$ cat src/design/ddo_pkg.sv
package ddo_pkg;

  // default number of rotation steps
  localparam int CordicStepsDefault = 16;

  // input queue depth between front and back
  localparam int FifoDepth = 2;

  // configuration register indexes
  localparam logic [1:0] RegMetersPerPulse  = 2'd0;
  localparam logic [1:0] RegRadiansPerPulse = 2'd1;
  localparam logic [1:0] RegInvWheelBase    = 2'd2;

  // reset value of the inverse wheel base, 1.0 in Q16.16
  localparam logic [31:0] InvWheelBaseReset = 32'h0001_0000;

  // 2^32 / (2 pi) in Q30.0, rounded
  localparam logic [29:0] RadToBam = 30'd683565276;

  // cordic start value, 0.6072529 in Q4.30
  localparam logic signed [33:0] CordicStart = 34'sd652032875;

  // microseconds per second
  localparam logic [19:0] UsPerS = 20'd1000000;

  // arctangent of 2^-i as a binary angle
  localparam logic [31:0] AtanBam [32] = '{
    32'h20000000, 32'h12E4051E, 32'h09FB385B, 32'h051111D4,
    32'h028B0D43, 32'h0145D7E1, 32'h00A2F61E, 32'h00517C55,
    32'h0028BE53, 32'h00145F2F, 32'h000A2F98, 32'h000517CC,
    32'h00028BE6, 32'h000145F3, 32'h0000A2FA, 32'h0000517D,
    32'h000028BE, 32'h0000145F, 32'h00000A30, 32'h00000518,
    32'h0000028C, 32'h00000146, 32'h000000A3, 32'h00000051,
    32'h00000029, 32'h00000014, 32'h0000000A, 32'h00000005,
    32'h00000003, 32'h00000001, 32'h00000001, 32'h00000000
  };

  // one queued update
  typedef struct packed {
    logic [31:0] left_count;
    logic [31:0] right_count;
    logic [31:0] elapsed_us;
  } item_t;

  // configuration registers
  typedef struct packed {
    logic [31:0] meters_per_pulse;
    logic [31:0] radians_per_pulse;
    logic [31:0] inverse_wheel_base;
  } cfg_t;

endpackage

$ cat src/design/ddo_fifo.sv
module ddo_fifo (
  input  logic            clk_i,
  input  logic            rst_ni,
  input  logic            push_i,
  input  ddo_pkg::item_t  item_i,
  output logic            full_o,
  input  logic            pop_i,
  output ddo_pkg::item_t  item_o,
  output logic            empty_o
);

  localparam int PtrW = (ddo_pkg::FifoDepth > 1) ? $clog2(ddo_pkg::FifoDepth) : 1;
  localparam int CntW = $clog2(ddo_pkg::FifoDepth + 1);

  ddo_pkg::item_t mem_q [ddo_pkg::FifoDepth];
  logic [PtrW-1:0] wr_ptr_q, rd_ptr_q;
  logic [CntW-1:0] count_q;

  assign full_o  = (count_q == CntW'(ddo_pkg::FifoDepth));
  assign empty_o = (count_q == '0);
  assign item_o  = mem_q[rd_ptr_q];

  // storage
  always_ff @(posedge clk_i) begin
    if (push_i && !full_o) begin
      mem_q[wr_ptr_q] <= item_i;
    end
  end

  // pointers and fill level
  always_ff @(posedge clk_i or negedge rst_ni) begin
    if (!rst_ni) begin
      wr_ptr_q <= '0;
      rd_ptr_q <= '0;
      count_q  <= '0;
    end else begin
      if (push_i && !full_o) begin
        wr_ptr_q <= (wr_ptr_q == PtrW'(ddo_pkg::FifoDepth - 1)) ? '0 : wr_ptr_q + 1'b1;
      end
      if (pop_i && !empty_o) begin
        rd_ptr_q <= (rd_ptr_q == PtrW'(ddo_pkg::FifoDepth - 1)) ? '0 : rd_ptr_q + 1'b1;
      end
      case ({push_i && !full_o, pop_i && !empty_o})
        2'b10:   count_q <= count_q + 1'b1;
        2'b01:   count_q <= count_q - 1'b1;
        default: count_q <= count_q;
      endcase
    end
  end

endmodule

$ cat config.mk
export PLATFORM = sky130hd
export DESIGN_NAME = ddo_fifo
export DESIGN_NICKNAME = d
export VERILOG_FILES = /design/src/design/ddo_pkg.sv /design/src/design/ddo_fifo.sv
export SDC_FILE = /design/constraint.sdc
export NUM_CORES = 1
export LEC_CHECK = 0
export BUFFER_PORTS_ARGS = -buffer_cell sky130_fd_sc_hd__buf_2
export CAP_MARGIN = 20
export CORE_UTILIZATION = 40
export CTS_BUF_LIST = sky130_fd_sc_hd__clkbuf_8
export CTS_CLUSTER_SIZE = 28
export DETAILED_ROUTE_END_ITERATION = 10
export HOLD_SLACK_MARGIN = 0.1
export PLACE_DENSITY_LB_ADDON = 0.08
export SLEW_MARGIN = 25
export SYNTH_ARGS = -nofsm -noshare
export SYNTH_HDL_FRONTEND = slang
export SYNTH_SLANG_ARGS = --single-unit
export TNS_END_PERCENT = 20
$ cat constraint.sdc
create_clock -name clk_i -period 5.9 [get_ports clk_i]
set_input_delay 0.295 -clock clk_i [delete_from_list [all_inputs] [get_ports clk_i]]
set_output_delay 0.295 -clock clk_i [all_outputs]
set_load 0.05 [all_outputs]
==> results of run 1 <==
-- what timing repair did --
action                                 4_1_cts  5_1_grt
gates resized for setup                      0        0
setup endpoints to repair                    0        0
endpoints found under the hold margin      196        0
setup buffers                                0        0
hold buffers                                97        0
-- critical path, stage by stage (launching register included) --
cell	delay, ns
dfrtp_4	0.91
buf_4	0.73
mux2_2	0.41
buf_2	0.21
-- through the flow --
stage          area, µm²  setup WS, ns
2_1_floorplan       7240         0.714
3_3_place_gp        8470          3.29
3_5_place_dp        8470          3.26
4_1_cts             9830          2.74
5_1_grt             9830          2.67
6_report            9830          2.87
-- layout by cell type, fill, tap and decap left out, types with 3 or more instances in the layout --
cell type / instances
buf_4: 4
xnor2_1: 3
clkinv_2: 4
mux2_4: 30
clkbuf_8: 17
mux2_2: 66
dfrtp_1: 3
bufinv_16: 3
edfxtp_1: 192
buf_2: 197
dlygate4sd3_1: 97
-- layout make-up --
class | count | area (µm²)
Clock buffer | 17 | 234
Clock inverter | 15 | 163
Fill cell | 1434 | 7640
Inverter | 1 | 3.75
Multi-Input combinational cell | 109 | 1300
Sequential cell | 196 | 5870
Tap cell | 225 | 282
Timing Repair Buffer | 298 | 1990
-- state kept, by name (all words and copies together) (netlist names) --
name,count
rd_ptr_q,1
wr_ptr_q,1
count_q,2
mem_q,192
-- synthesized netlist by cell type --
cell type    n  area, µm²
nand2_1      1       3.75
dfrtp_1      4        100
ha_1         1       12.5
and3_1       1       6.26
inv_1        1       3.75
xor2_1       2       17.5
nor2b_1      1       6.26
nor2_1       3       11.3
buf_2        6       30.0
mux2_2      66        743
xnor2_1      3       26.3
edfxtp_1   192       5770
mux2_4      30        450
buf_6        5       56.3
nand2b_1     1       6.26
-- logic make-up (layout without fill, tap and decap cells) --
logic type | after synthesis | in the layout | synth area share, %
AND/OR/NAND/NOR | 7 | 7 | 0.467
multiplexers | 96 | 96 | 16.5
flip-flops | 196 | 196 | 81.0
adder cells (fa/ha/maj) | 1 | 1 | 0.173
XOR/XNOR | 5 | 5 | 0.605
buffers and inverters | 12 | 331 | 1.24
-- power breakdown --
group          internal [mW]  switching [mW]
registers               1.90           0.146
logic                  0.672            1.58
clock network          0.415           0.437
total                   2.99            2.16
-- per-layer routing --
| metal | share of wire, % | GRT usage [%] | up-vias |
|---|---|---|---|
| met3 | 7.9 | 5.33 | 18 |
| met5 | 0 | 0 | - |
| li1 | - | - | 1863 |
| met4 | 1.7 | 6.42 | 0 |
| met1 | 40 | 16.3 | 1919 |
| met2 | 50 | 25.2 | 132 |
-- worst paths after layout --
path,start,end,slack [ns],cells after the start
max,rd_ptr_q,item_o[18],2.87,3
min,rst_ni,rd_ptr_q,0.20,2
max reg2reg,count_q[0],mem_q[1][85],3.58,3
min reg2reg,count_q[1],count_q[1],0.52,1
max in group asynchronous,rst_ni,rd_ptr_q,5.56,2
min in group clk_i,push_i,wr_ptr_q,0.24,3
==> results.cfg, run 1 <==
[timing]
rsz0062_at_grt = false
max_freq_ghz = 0.330
worstMarginPinSlew_ns = 0.803
tns_ns = 0
timing.final.crit_share_pct = 51.4
fin_crit_ns = 3.03
finalSetupViolations = 0
max_slew_margin_pct = 46.5
hold_ws_ns = 0.203
clock_skew_ns = 0.0127
final_max_slew_viol_count = 0
finalHoldViolations = 0

[logic_synthesis]
syn_area_um2 = 7240
syn-num-nets = 418
synth.avg_cell_area_um2 = 22.8
yosysSeqAreaShare_pct = 81.0
ys_warn_count = 0
syn-instance-count = 317
synth.ff_latch_count = 196
synth.distinct_cells = 15

[clocking]
root_buffer = clkbuf_8
clock_path_buffers = 2
numCtsBuffers = 17
cts.clk_slew.worst_paths_ns = 0.08
htreeDepth = 4
cts_tree = built
worstSkewPairLatency_ns = 0.45
cts_sinks = 196

[place]
placement.io_buffers = 197
place_inst = 732
dpl.hpwl_um = 8540
place.gp.congestion = 0.733

[die]
core-area_um2 = 17500
initial_core_util_pct = 41.4
dieHeight_um = 137
die_area_um2 = 18600
num_rows = 48
io_pins = 198
die_x_um = 137

[final_layout]
nNetsFinal = 724
final_cells = 861
final_core_util_pct = 56.3
synthToLayoutAreaGrowth_pct = 35.8
layout-drive-gt1-share_pct = 51.7
num_antenna_cells = 0

[route]
vias = 3932
via_per_inst = 4.57
post_drt_wl_per_cell_um = 15.6
final_antenna_net_count = 0
drt_first_pass_iters = 4
drt_iter0_markers = 199
wirelength_um = 13500
drc = 0

[critical_path]
crit_path_end_kind = output pin
crit_required_ns = 5.61
crit_arrival_ns = 2.74
startpoint_type = flip-flop
critPathKind = reg -> out
cp_max_fo = 52

[power_and_ir_drop]
ir_drop_v = 0.000256
leakage_nw = 3.79
total_power_mw = 5.15
power.density_nw_per_um2 = 524

[global_routing]
grt_max_degree = 60
grt_overflow = 0
antenna_found_initial = 0
grt_pass1_vias = 4090
gr-usage-all-layers_pct = 14.7
grt_pass1_wl_um = 20000

[run]
maxCapViolCount = 0

[outcome]
status = finished clean

[min_path]
hp-class = in -> async
No activity file was read; power rests on OpenSTA's default activity.
==> run 2: changes to the inputs <==
clock period = 2.9 ns   (was 5.9 ns; I/O delays follow)
==> run 2 against run 1 <==
Against the previous run: non-clock buffer count up 5; utilization up 0.34 points; first-iteration DRC count down 11%; combinational power up 110%; design area up 0.61%; clock power up 96%; sequential cell count unchanged; cell count up 0.58%; count of clock-buffer cells in the layout unchanged; via count down 0.36%; critical path type unchanged.
==> results.cfg, run 2 (synthesis results as in run 1) <==
[outcome]
status = finished clean

[final_layout]
largest-register = mem_q
design_area_um2 = 9890
nNetsFinal = 729
layout-drive-gt1-share_pct = 51.5
final_cell_mix = buf_2, edfxtp_1, dlygate4sd3_1
synthToLayoutAreaGrowth_pct = 36.7
largest_registers = mem_q (192), count_q (2)
final_cells = 866
num_antenna_cells = 0
final_common_cell = buf_2
nFillCells = 1435
largest_reg_flops = 192

[critical_path]
crit_required_ns = 2.76
crit_slowest_cell = dfrtp_4
cp_max_fo = 38
crit_path_cell_trace = buf_12, mux2_2, buf_2
crit_arrival_ns = 2.17
startpoint_type = flip-flop
slowest_delay_ns = 0.82
crit_path_end_kind = output pin
critPathKind = reg -> out

[die]
core-area_um2 = 17500
num_rows = 48
initial_core_util_pct = 41.4
die_x_um = 137
die_area_um2 = 18600
dieHeight_um = 137
io_pins = 198

[clocking]
clock_path_buffers = 2
cts_tree = built
htreeDepth = 4
root_buffer = clkbuf_8
cts.clk_slew.worst_paths_ns = 0.09
cts_sinks = 196
worstSkewPairLatency_ns = 0.44
postCtsSetupBuffers = 0
numCtsBuffers = 17

[run]
maxCapViolCount = 0

[place]
place_inst = 734
dpl.hpwl_um = 8600
place.gp.congestion = 0.723
placed_area_um2 = 8520
placement.io_buffers = 197

[global_routing]
antenna_found_initial = 0
grt_overflow = 0
grt_pass1_wl_um = 21000
gr-usage-all-layers_pct = 15.4
grt_max_degree = 53
grt_pass1_vias = 4236

[route]
via_per_inst = 4.52
vias = 3918
post_drt_wl_per_cell_um = 15.8
drt_iter0_markers = 177
drc = 0
drt_first_pass_iters = 4
wirelength_um = 13700
final_antenna_net_count = 0

[timing]
hold_ws_ns = 0.412
finalHoldViolations = 0
rsz0062_at_grt = false
fin_crit_ns = 2.32
max_freq_ghz = 0.431
worstMarginPinSlew_ns = 0.720
finalSetupViolations = 0
final_max_slew_viol_count = 0
clock_skew_ns = 0.00718
max_slew_margin_pct = 52.0
timing.final.crit_share_pct = 80.0

[min_path]
hp-class = in -> reg

[power_and_ir_drop]
power.density_nw_per_um2 = 1060
total_power_mw = 10.5
leakage_nw = 3.81
ir_drop_v = 0.000488
run 2: final timing paths:
| check | from | end | slack (ns) | depth (start not counted) |
|---|---|---|---|---|
| worst max-delay path | rd_ptr_q | item_o[73] | 0.58 | 3 |
| worst min-delay path | item_i[77] | mem_q[0][77] | 0.41 | 2 |
| worst max register to register | count_q[0] | mem_q[1][48] | 1.07 | 3 |
| worst min register to register | count_q[1] | count_q[1] | 0.50 | 1 |
| max in group asynchronous | rst_ni | rd_ptr_q | 2.08 | 3 |
| min in group asynchronous | rst_ni | count_q[1] | 0.62 | 3 |
run 2: critical path, delay by kind of cell, from the launching register on:
kind	cells	cell delay, ns
multiplexers	1	0.36
buffers and inverters	2	0.53
flip-flops	1	0.82
run 2: routing by layer:
metal / vias up / wire (µm) / track usage [%]
met5: - / 0 / 0
met2: 120 / 7040 / 26.9
met4: 0 / 164 / 6.67
met3: 13 / 954 / 5.37
met1: 1909 / 5540 / 16.9
li1: 1876 / - / -
run 2: timing repair:
item / 4_1_cts / 5_1_grt
hold endpoints to repair: 198 / 0
gates resized for setup: 0 / 0
hold buffers: 100 / 0
run 2: area by class of cell:
class	count	area, µm²	share of cell area, %
clock buffers	17	234	2.36
clock inverters	15	140	1.42
inverters	1	3.75	0.0379
multi-input cells	109	1300	13.1
flip-flops and latches	196	5870	59.3
well taps	225	282	2.85
repair buffers	303	2070	20.9
run 2: power by group:
group	switching, mW	internal, mW	leakage [nW]
clock	0.909	0.757	0.190
combinational	3.26	1.42	1.79
sequential	0.258	3.87	1.83
total	4.43	6.05	3.81
run 2: metrics by stage:
| stage | util (%) | TNS [ns] | setup slack, ns |
|---|---|---|---|
| 2_1_floorplan | - | -36.45 | -0.380 |
| 3_3_place_gp | 48.7 | 0 | 1.03 |
| 3_5_place_dp | 48.7 | 0 | 1.02 |
| 4_1_cts | 56.6 | 0 | 0.502 |
| 5_1_grt | 56.6 | 0 | 0.442 |
| 6_report | 56.6 | 0 | 0.581 |
