===== src/design/ddo_pkg.sv =====
package ddo_pkg;

  // default number of rotation steps
  localparam int CordicStepsDefault = 16;

  // input queue depth between front and back
  localparam int FifoDepth = 2;

  // configuration register indexes
  localparam logic [1:0] RegMetersPerPulse  = 2'd0;
  localparam logic [1:0] RegRadiansPerPulse = 2'd1;
  localparam logic [1:0] RegInvWheelBase    = 2'd2;

  // reset value of the inverse wheel base, 1.0 in Q16.16
  localparam logic [31:0] InvWheelBaseReset = 32'h0001_0000;

  // 2^32 / (2 pi) in Q30.0, rounded
  localparam logic [29:0] RadToBam = 30'd683565276;

  // cordic start value, 0.6072529 in Q4.30
  localparam logic signed [33:0] CordicStart = 34'sd652032875;

  // microseconds per second
  localparam logic [19:0] UsPerS = 20'd1000000;

  // arctangent of 2^-i as a binary angle
  localparam logic [31:0] AtanBam [32] = '{
    32'h20000000, 32'h12E4051E, 32'h09FB385B, 32'h051111D4,
    32'h028B0D43, 32'h0145D7E1, 32'h00A2F61E, 32'h00517C55,
    32'h0028BE53, 32'h00145F2F, 32'h000A2F98, 32'h000517CC,
    32'h00028BE6, 32'h000145F3, 32'h0000A2FA, 32'h0000517D,
    32'h000028BE, 32'h0000145F, 32'h00000A30, 32'h00000518,
    32'h0000028C, 32'h00000146, 32'h000000A3, 32'h00000051,
    32'h00000029, 32'h00000014, 32'h0000000A, 32'h00000005,
    32'h00000003, 32'h00000001, 32'h00000001, 32'h00000000
  };

  // one queued update
  typedef struct packed {
    logic [31:0] left_count;
    logic [31:0] right_count;
    logic [31:0] elapsed_us;
  } item_t;

  // configuration registers
  typedef struct packed {
    logic [31:0] meters_per_pulse;
    logic [31:0] radians_per_pulse;
    logic [31:0] inverse_wheel_base;
  } cfg_t;

endpackage


===== src/design/ddo_if.sv =====
interface ddo_in_if;
  logic               valid;
  logic               ready;
  logic signed [31:0] left_count;
  logic signed [31:0] right_count;
  logic        [31:0] elapsed_us;

  modport source (output valid, left_count, right_count, elapsed_us, input ready);
  modport sink (input valid, left_count, right_count, elapsed_us, output ready);
endinterface



===== src/design/ddo_front.sv =====
module ddo_front (
  ddo_in_if.sink          in_i,
  input  logic            full_i,
  output logic            push_o,
  output ddo_pkg::item_t  item_o
);

  // accept whenever the queue has room
  assign in_i.ready = !full_i;

  // zero elapsed time is dropped here and never reaches the back end
  assign push_o = in_i.valid && !full_i && (in_i.elapsed_us != 32'd0);

  assign item_o.left_count  = in_i.left_count;
  assign item_o.right_count = in_i.right_count;
  assign item_o.elapsed_us  = in_i.elapsed_us;

endmodule


===== src/flat_wrapper.sv =====
// flat-port wrapper written by rule: the top's interface ports become plain ports
module ddo_front_flat 
  (full_i, push_o, item_o, in_i_valid, in_i_left_count, in_i_right_count, in_i_elapsed_us, in_i_ready);
  ddo_in_if in_i_i ();
  input  logic full_i;
  output logic push_o;
  output ddo_pkg::item_t item_o;
  input wire logic [$bits(in_i_i.valid)-1:0] in_i_valid;
  input wire logic [$bits(in_i_i.left_count)-1:0] in_i_left_count;
  input wire logic [$bits(in_i_i.right_count)-1:0] in_i_right_count;
  input wire logic [$bits(in_i_i.elapsed_us)-1:0] in_i_elapsed_us;
  output wire logic [$bits(in_i_i.ready)-1:0] in_i_ready;
  assign in_i_i.valid = in_i_valid;
  assign in_i_i.left_count = in_i_left_count;
  assign in_i_i.right_count = in_i_right_count;
  assign in_i_i.elapsed_us = in_i_elapsed_us;
  assign in_i_ready = in_i_i.ready;
  ddo_front u_core (.in_i(in_i_i), .full_i(full_i), .push_o(push_o), .item_o(item_o));
endmodule

===== config.mk =====
export PLATFORM = sky130hd
export DESIGN_NAME = ddo_front_flat
export DESIGN_NICKNAME = d
export VERILOG_FILES = /design/src/design/ddo_pkg.sv /design/src/design/ddo_if.sv /design/src/design/ddo_front.sv /design/src/flat_wrapper.sv
export SDC_FILE = /design/constraint.sdc
export NUM_CORES = 1
export LEC_CHECK = 0
export ABC_AREA = 1
export BUFFER_PORTS_ARGS = -buffer_cell sky130_fd_sc_hd__buf_2
export CAP_MARGIN = 20
export CORE_AREA = 5 5 73 75
export DETAILED_ROUTE_END_ITERATION = 8
export DIE_AREA = 0 0 78 80
export PLACE_DENSITY = 0.73
export SLEW_MARGIN = 15
export SYNTH_ARGS = -nofsm -noshare
export SYNTH_HDL_FRONTEND = slang
export SYNTH_SLANG_ARGS = --single-unit
export TNS_END_PERCENT = 1

===== constraint.sdc =====
create_clock -name vclk -period 0.8
set_input_delay 0.04 -clock vclk [all_inputs]
set_output_delay 0.04 -clock vclk [all_outputs]
set_load 0.01 [all_outputs]

==> impl_metrics.ini, run 1 <==
[synthesis]
synth_cells = 130
yosysSeqAreaShare_pct = 0
netlist_area_um2 = 848
yosys.area.top_type_share_pct = 85.0
synth_top_family_by_area = buffers and inverters
ys_top_cells_by_area = buf_4 (85%), nor2_1 (9.7%), nand2_1 (4.9%)
synth_xor_area_share_pct = 0
synth_nets = 228
yosys_warnings = 0
yosys-mux-area-fraction_pct = 0
synth_largest_area_cell = buf_4
ys_types = 4
synth-compound-area-share_pct = 0
synthAdderAreaFrac_pct = 0
synth_simple_gate_area_share_pct = 14.6
syn_avg_cell_area_um2 = 6.53

[cells_and_area]
fin_nets = 202
nClkBuffers = 0
layout-drive-gt1-share_pct = 74.5
antenna_cells = 0
multiInputGateArea_um2 = 154
register_area_um2 = 0
fill_cells = 534
nFlopsAndLatches = 0
area_delta_synth_final_pct = -28.2
final_cell_mix = buf_2 (61), nor2_1 (14), nand2_1 (11)
design_area_um2 = 609
layout_commonest_cell = buf_2

[clock_network]
postCtsSetupBuffers = 0
cts_hold_buf = 0

[routing]
drcViolationCount = 0
dr.pass1.iters = 2
antenna_left = 0
wl_per_cell_um = 12.8
dr.first_iter.drc_count = 8
num_vias = 545
routed_via_density = 3.49
wl_um = 2000

[grt]
gr-total-overflow = 0
grtUsageTotal_pct = 5.02
grt_pass1_wl_um = 2620
grt_start_max_net_pins = 3
antenna_found_initial = 0
grt_pass1_vias = 516

[floorplanning]
die_x_um = 78
boundaryPins = 196
initial_core_util_pct = 18.4
die-area_um2 = 6240
coreArea_um2 = 4600
row_count = 25
fp.dieH_um = 80

[critical_path]
cp.required_ns = 0.76
crit_fanout = 2
endpoint_kind = output pin
path_class = in2out
cp.arrival_ns = 0.75
crit_path_start_kind = input port

[pwr]
leakagePower_nw = 0.333
p_per_area_nw_per_um2 = 502
ir_drop_mv = 0.0984

[hold_path]
hp-class = in2out
whs_path_depth = 0
min_to = item_o[36]
hp-start = in_i_right_count[4]

[sta]
slew_violations = 0
worstMarginPinSlew_ns = 0.101
post-route-period-util_pct = 98.2
max_slew_margin_pct = 93.2
timing.hold.ws_ns = 0.0800
setup_tns_ns = 0
period_needed_ns = 0.786
max_freq_mhz = 1270
hold_viol = 0
rsz0062_at_grt = true
worst_slack_ns = 0.0144
setup_violations = 0

[run]
cap_violations = 0

[placement]
placedInstanceArea_um2 = 536
place_ws_ns = -0.0288
hpwl_um = 1690
port_buffers = 68
gp_congestion = 0.640

[status]
status = completed
[routing by layer]
layer | vias to the layer above | track usage, % | share of wire [%]
met5 | - | 0 | 0
met4 | 0 | 5.07 | 9.0
met3 | 26 | 3.61 | 28
met2 | 70 | 7.85 | 41
met1 | 211 | 3.93 | 22
li1 | 238 | - | -
[layout make-up]
cell class,count,area share (%)
inverter,1,0.616
multi-input combinational,33,25.3
tap,54,11.1
timing repair buffer,68,63.0
[Yosys cell counts, drive strengths merged]
library cell	instances
buf	96
nor2	22
nand2	11
inv	1
[critical path, stage by stage]
cell and delay [ns]:
buf_6 0.09, nor2_2 0.09, nand2_1 0.06, nor2_1 0.11, nand2_1 0.08, nor2_1 0.10, nor2_1 0.04, buf_2 0.13
[logic make-up after synthesis]
group	Yosys count
buffers and inverters	97
and+or+nand+nor	33
[per-stage QoR]
stage / power (W) / std cells / utilization [%]
final: 0.000306 / 156 / 13.3
after global routing: 0.000336 / 156 / 13.3
after CTS: 0.000282 / 156 / 12.2
after detailed placement: 0.000268 / 156 / 11.6
after global placement: 0.000265 / 156 / 11.6
after floorplan: 0.000524 / 130 / -
[worst max-delay path by stage]
stage	to	start	slack (ns)
final	push_o	in_i_elapsed_us[31]	0.01
after global routing	push_o	in_i_elapsed_us[17]	-0.07
after floorplan	push_o	in_i_elapsed_us[31]	0.30
after CTS	push_o	in_i_elapsed_us[24]	-0.008
after global placement	push_o	in_i_elapsed_us[31]	-0.04
after detailed placement	push_o	in_i_elapsed_us[29]	-0.03
[what timing repair did]
action,in CTS,in global routing
gates cloned,0,0
pin swaps,10,8
gates resized for setup,5,12
endpoints found under the setup margin,1,1
[power breakdown]
group / total, W / leakage [nW] / internal (W) / switching [W]
Clock: 0 / 0 / 0 / 0
Sequential: 0 / 0 / 0 / 0
Combinational: 0.000306 / 0.333 / 0.000158 / 0.000147
Total: 0.000306 / 0.333 / 0.000158 / 0.000147
Note: power is estimated with default switching activity, not from simulation.
==> run 2, diff against run 1 <==
CELL_PAD_IN_SITES_DETAIL_PLACEMENT = 0   (was unset)
CELL_PAD_IN_SITES_GLOBAL_PLACEMENT = 1   (was unset)
CORE_AREA = 5 5 83 101   (was 5 5 73 75)
DIE_AREA = 0 0 88 106   (was 0 0 78 80)
PLACE_DENSITY = 0.86   (was 0.73)
==> impl_metrics.ini, run 2 (same netlist as run 1, synthesis figures left out) <==
[run]
cap_violations = 0

[routing]
dr.pass1.iters = 2
num_vias = 582
highest-signal-layer = met4
wl_met3_um = 530
wl_um = 2420
routed_via_density = 2.98
wl_met1_um = 405
antenna_left = 0
drcViolationCount = 0
dr.first_iter.drc_count = 2
wl_per_cell_um = 12.4
dr_wl_met2_um = 1190

[cells_and_area]
design_area_um2 = 763
layout_commonest_cell = buf_2
layout-drive-gt1-share_pct = 81.6
antenna_cells = 0
nClkBuffers = 0
fin_nets = 203
area_delta_synth_final_pct = -10.0
final_cell_mix = buf_2 (51), buf_6 (16), nand2_1 (9), nor2_1 (9), nor2_2 (8)
fill_cells = 875
register_area_um2 = 0
nFlopsAndLatches = 0

[sta]
setup_violations = 0
slew_violations = 0
setup_tns_ns = 0
worst_slack_ns = 0.0282
max_slew_margin_pct = 93.0
hold_viol = 0
period_needed_ns = 0.772
post-route-period-util_pct = 96.5
rsz0062_at_grt = true
worstMarginPinSlew_ns = 0.105
timing.hold.ws_ns = 0.0800
max_freq_mhz = 1300

[grt]
grt_start_max_net_pins = 3
gr-total-overflow = 0
grt_pass1_vias = 528
grt_pass1_wl_um = 2700
antenna_found_initial = 0
grtUsageTotal_pct = 4.01

[status]
status = completed

[placement]
port_buffers = 68
gp_congestion = 0.490
placedInstanceArea_um2 = 591
place_ws_ns = -0.0657
hpwl_um = 2120

[critical_path]
slowest_stage = buf_2
crit_fanout = 2
endpoint_kind = output pin
critPathTopFamily = simple AND/OR/NAND/NOR gates
cp.buffers_inverters = 2
cp.required_ns = 0.76
worstPathCellList = buf_2, nor2_4, nand2_2, nor2_4, nand2_1, nor2_2, nor2_1, buf_2
crit_path_start_kind = input port
path_class = in2out
cpPeakStageDelay_ns = 0.13
cp.arrival_ns = 0.73

[pwr]
clockPowerShare_pct = 0
netSwitchingPower_w = 0.000159
switching_share_pct = 44.6
power.share.combinational_pct = 100.0
seqPwrFrac_pct = 0
leakagePower_nw = 0.364
ir_drop_mv = 0.103
p_per_area_nw_per_um2 = 467
intPower_w = 0.000197

[floorplanning]
initial_core_util_pct = 11.5
coreArea_um2 = 7400
row_count = 35
die_x_um = 88
boundaryPins = 196
die-area_um2 = 9330
fp.dieH_um = 106

[hold_path]
hp-class = in2out

[clock_network]
postCtsSetupBuffers = 0
==> run 2: cell count changes in the layout (fill, tap and decap cells not counted), sizes merged <==
cell and delta:
buf +1
==> run 2: stage by stage <==
stage | utilization (%) | std cells | total power (W)
final | 10.3 | 195 | 0.000356
after global routing | 10.3 | 195 | 0.000386
after CTS | 9.23 | 195 | 0.000324
after detailed placement | 7.98 | 195 | 0.000278
after global placement | 7.98 | 195 | 0.000277
after floorplan | - | 130 | 0.000524
==> run 2: path summary, 6_finish.rpt <==
check	startpoint	end	slack, ns	depth (start not counted)
hold / removal	in_i_right_count[11]	item_o[43]	0.08	0
setup / recovery	in_i_elapsed_us[15]	push_o	0.03	8
==> run 2: layout make-up <==
cell class	instances	area (um2)	share of cell area, %
tap	92	115	15.1
timing repair buffer	69	458	60.0
inverter	1	3.75	0.492
multi-input combinational	33	186	24.4
==> run 2: repair_timing <==
| item | 4_1_cts | 5_1_grt |
|---|---|---|
| endpoints found under the setup margin | 1 | 1 |
| pin swaps | 18 | 20 |
| hold buffers | 0 | 0 |
| resized for setup | 19 | 19 |
==> run 2: routing by layer <==
layer | global-route usage [%] | vias to the layer above
met2 | 8.62 | 77
met3 | 0.155 | 44
met1 | 2.09 | 218
met4 | 5.37 | 0
met5 | 0 | -
li1 | - | 243
==> run 2: power by group through the flow <==
stage               logic [W]  clock network, W  registers, W
floorplan            0.000524                 0             0
global placement     0.000277                 0             0
detailed placement   0.000278                 0             0
CTS                  0.000324                 0             0
global route         0.000386                 0             0
finish               0.000356                 0             0
==> run 3, diff against run 2 <==
CORE_AREA = 5 5 80 97   (was 5 5 83 101)
DIE_AREA = 0 0 85 102   (was 0 0 88 106)
PLACE_DENSITY = 0.92   (was 0.86)
clock period = 0.9 ns   (was 0.8 ns; I/O delays follow)
==> impl_metrics.ini, run 3 (same netlist as run 1, synthesis figures left out) <==
[sta]
hold_viol = 0
setup_violations = 0
max_freq_mhz = 1220
post-route-period-util_pct = 91.4
rsz0062_at_grt = false
worstMarginPinSlew_ns = 0.101
slew_violations = 0
period_needed_ns = 0.822
setup_tns_ns = 0
max_slew_margin_pct = 93.3

[critical_path]
cp.arrival_ns = 0.78
worstPathCellList = buf_2, nor2_1, nand2_1, nor2_2, nand2_1, nor2_1, nor2_1, buf_2
critPathTopFamily = simple AND/OR/NAND/NOR gates
endpoint_kind = output pin
cp_common_cell = nor2_1
cp-startpoint = in_i_elapsed_us[27]
slowest_stage = buf_2
crit_fanout = 2
cp.required_ns = 0.85
cp.buffers_inverters = 2
path_class = in2out
crit_path_start_kind = input port
cpPeakStageDelay_ns = 0.13

[run]
cap_violations = 0

[routing]
wl_um = 2570
routed_via_density = 2.98
wl_per_cell_um = 13.6
num_vias = 563
dr.first_iter.drc_count = 3
drcViolationCount = 0
dr.pass1.iters = 2
antenna_left = 0

[floorplanning]
initial_core_util_pct = 12.7
fp.dieH_um = 102
boundaryPins = 196
die-area_um2 = 8670
coreArea_um2 = 6690
die_x_um = 85
row_count = 33

[placement]
place_inst = 189
hpwl_um = 2380
port_buffers = 68
gp_congestion = 0.776

[cells_and_area]
area_delta_synth_final_pct = -31.4
nFlopsAndLatches = 0
fill_cells = 805
layout-drive-gt1-share_pct = 68.6
nClkBuffers = 0
fin_nets = 202
register_area_um2 = 0
final_cell_mix = buf_2 (68), nor2_1 (20), nand2_1 (11)
multiInputGateArea_um2 = 129
final_cells = 189
antenna_cells = 0
layout_commonest_cell = buf_2

[grt]
grt_pass1_vias = 560
gr-total-overflow = 0
grtUsageTotal_pct = 5.03
grt_pass1_wl_um = 3320
antenna_found_initial = 0
grt_start_max_net_pins = 3

[pwr]
intPower_w = 0.000117
ir_drop_mv = 0.0614
switching_share_pct = 52.0
leakagePower_nw = 0.317
power.share.combinational_pct = 100.0
p_per_area_nw_per_um2 = 418
netSwitchingPower_w = 0.000126
seqPwrFrac_pct = 0
clockPowerShare_pct = 0

[clock_network]
cts_hold_buf = 0

[hold_path]
hp-class = in2out
hp-start = in_i_right_count[13]

[status]
status = completed
==> run 3: layer usage <==
metal	vias up	GRT usage (%)	part of all wire, %
met2	74	9.87	47
met5	-	0	0
met4	0	7.19	15
met3	50	1.77	21
met1	202	2.65	17
li1	237	-	-
==> run 3: timing repair <==
| action | CTS | global route |
|---|---|---|
| setup endpoints to repair | 0 | 1 |
| setup buffers | 0 | 0 |
| resized for setup | 0 | 2 |
==> run 3: through the flow <==
stage / hold WS [ns] / total power [W] / area (um2) / util, % / setup slack [ns]
detailed placement: 0.0901 / 0.000246 / 577 / 8.62 / 0.0485
CTS: 0.0901 / 0.000246 / 577 / 8.62 / 0.0453
global placement: 0.0901 / 0.000244 / 577 / 8.62 / 0.0551
finish: 0.0900 / 0.000243 / 582 / 8.70 / 0.0778
global route: 0.0900 / 0.000268 / 582 / 8.70 / 0.00151
floorplan: 0.141 / 0.000466 / 848 / - / 0.387
==> run 3: layout make-up <==
type / instances / area share, %
inverters: 1 / 0.645
multi-input cells: 33 / 22.2
well taps: 87 / 18.7
repair buffers: 68 / 58.5
==> run 3: power groups by stage <==
stage / logic, W / clock network (W) / registers, W
floorplan: 0.000466 / 0 / 0
global placement: 0.000244 / 0 / 0
detailed placement: 0.000246 / 0 / 0
CTS: 0.000246 / 0 / 0
global route: 0.000268 / 0 / 0
finish: 0.000243 / 0 / 0
==> run 3: path summary, 6_finish.rpt <==
path                endpoint  cells after the start
setup / recovery      push_o                      8
hold / removal    item_o[45]                      0
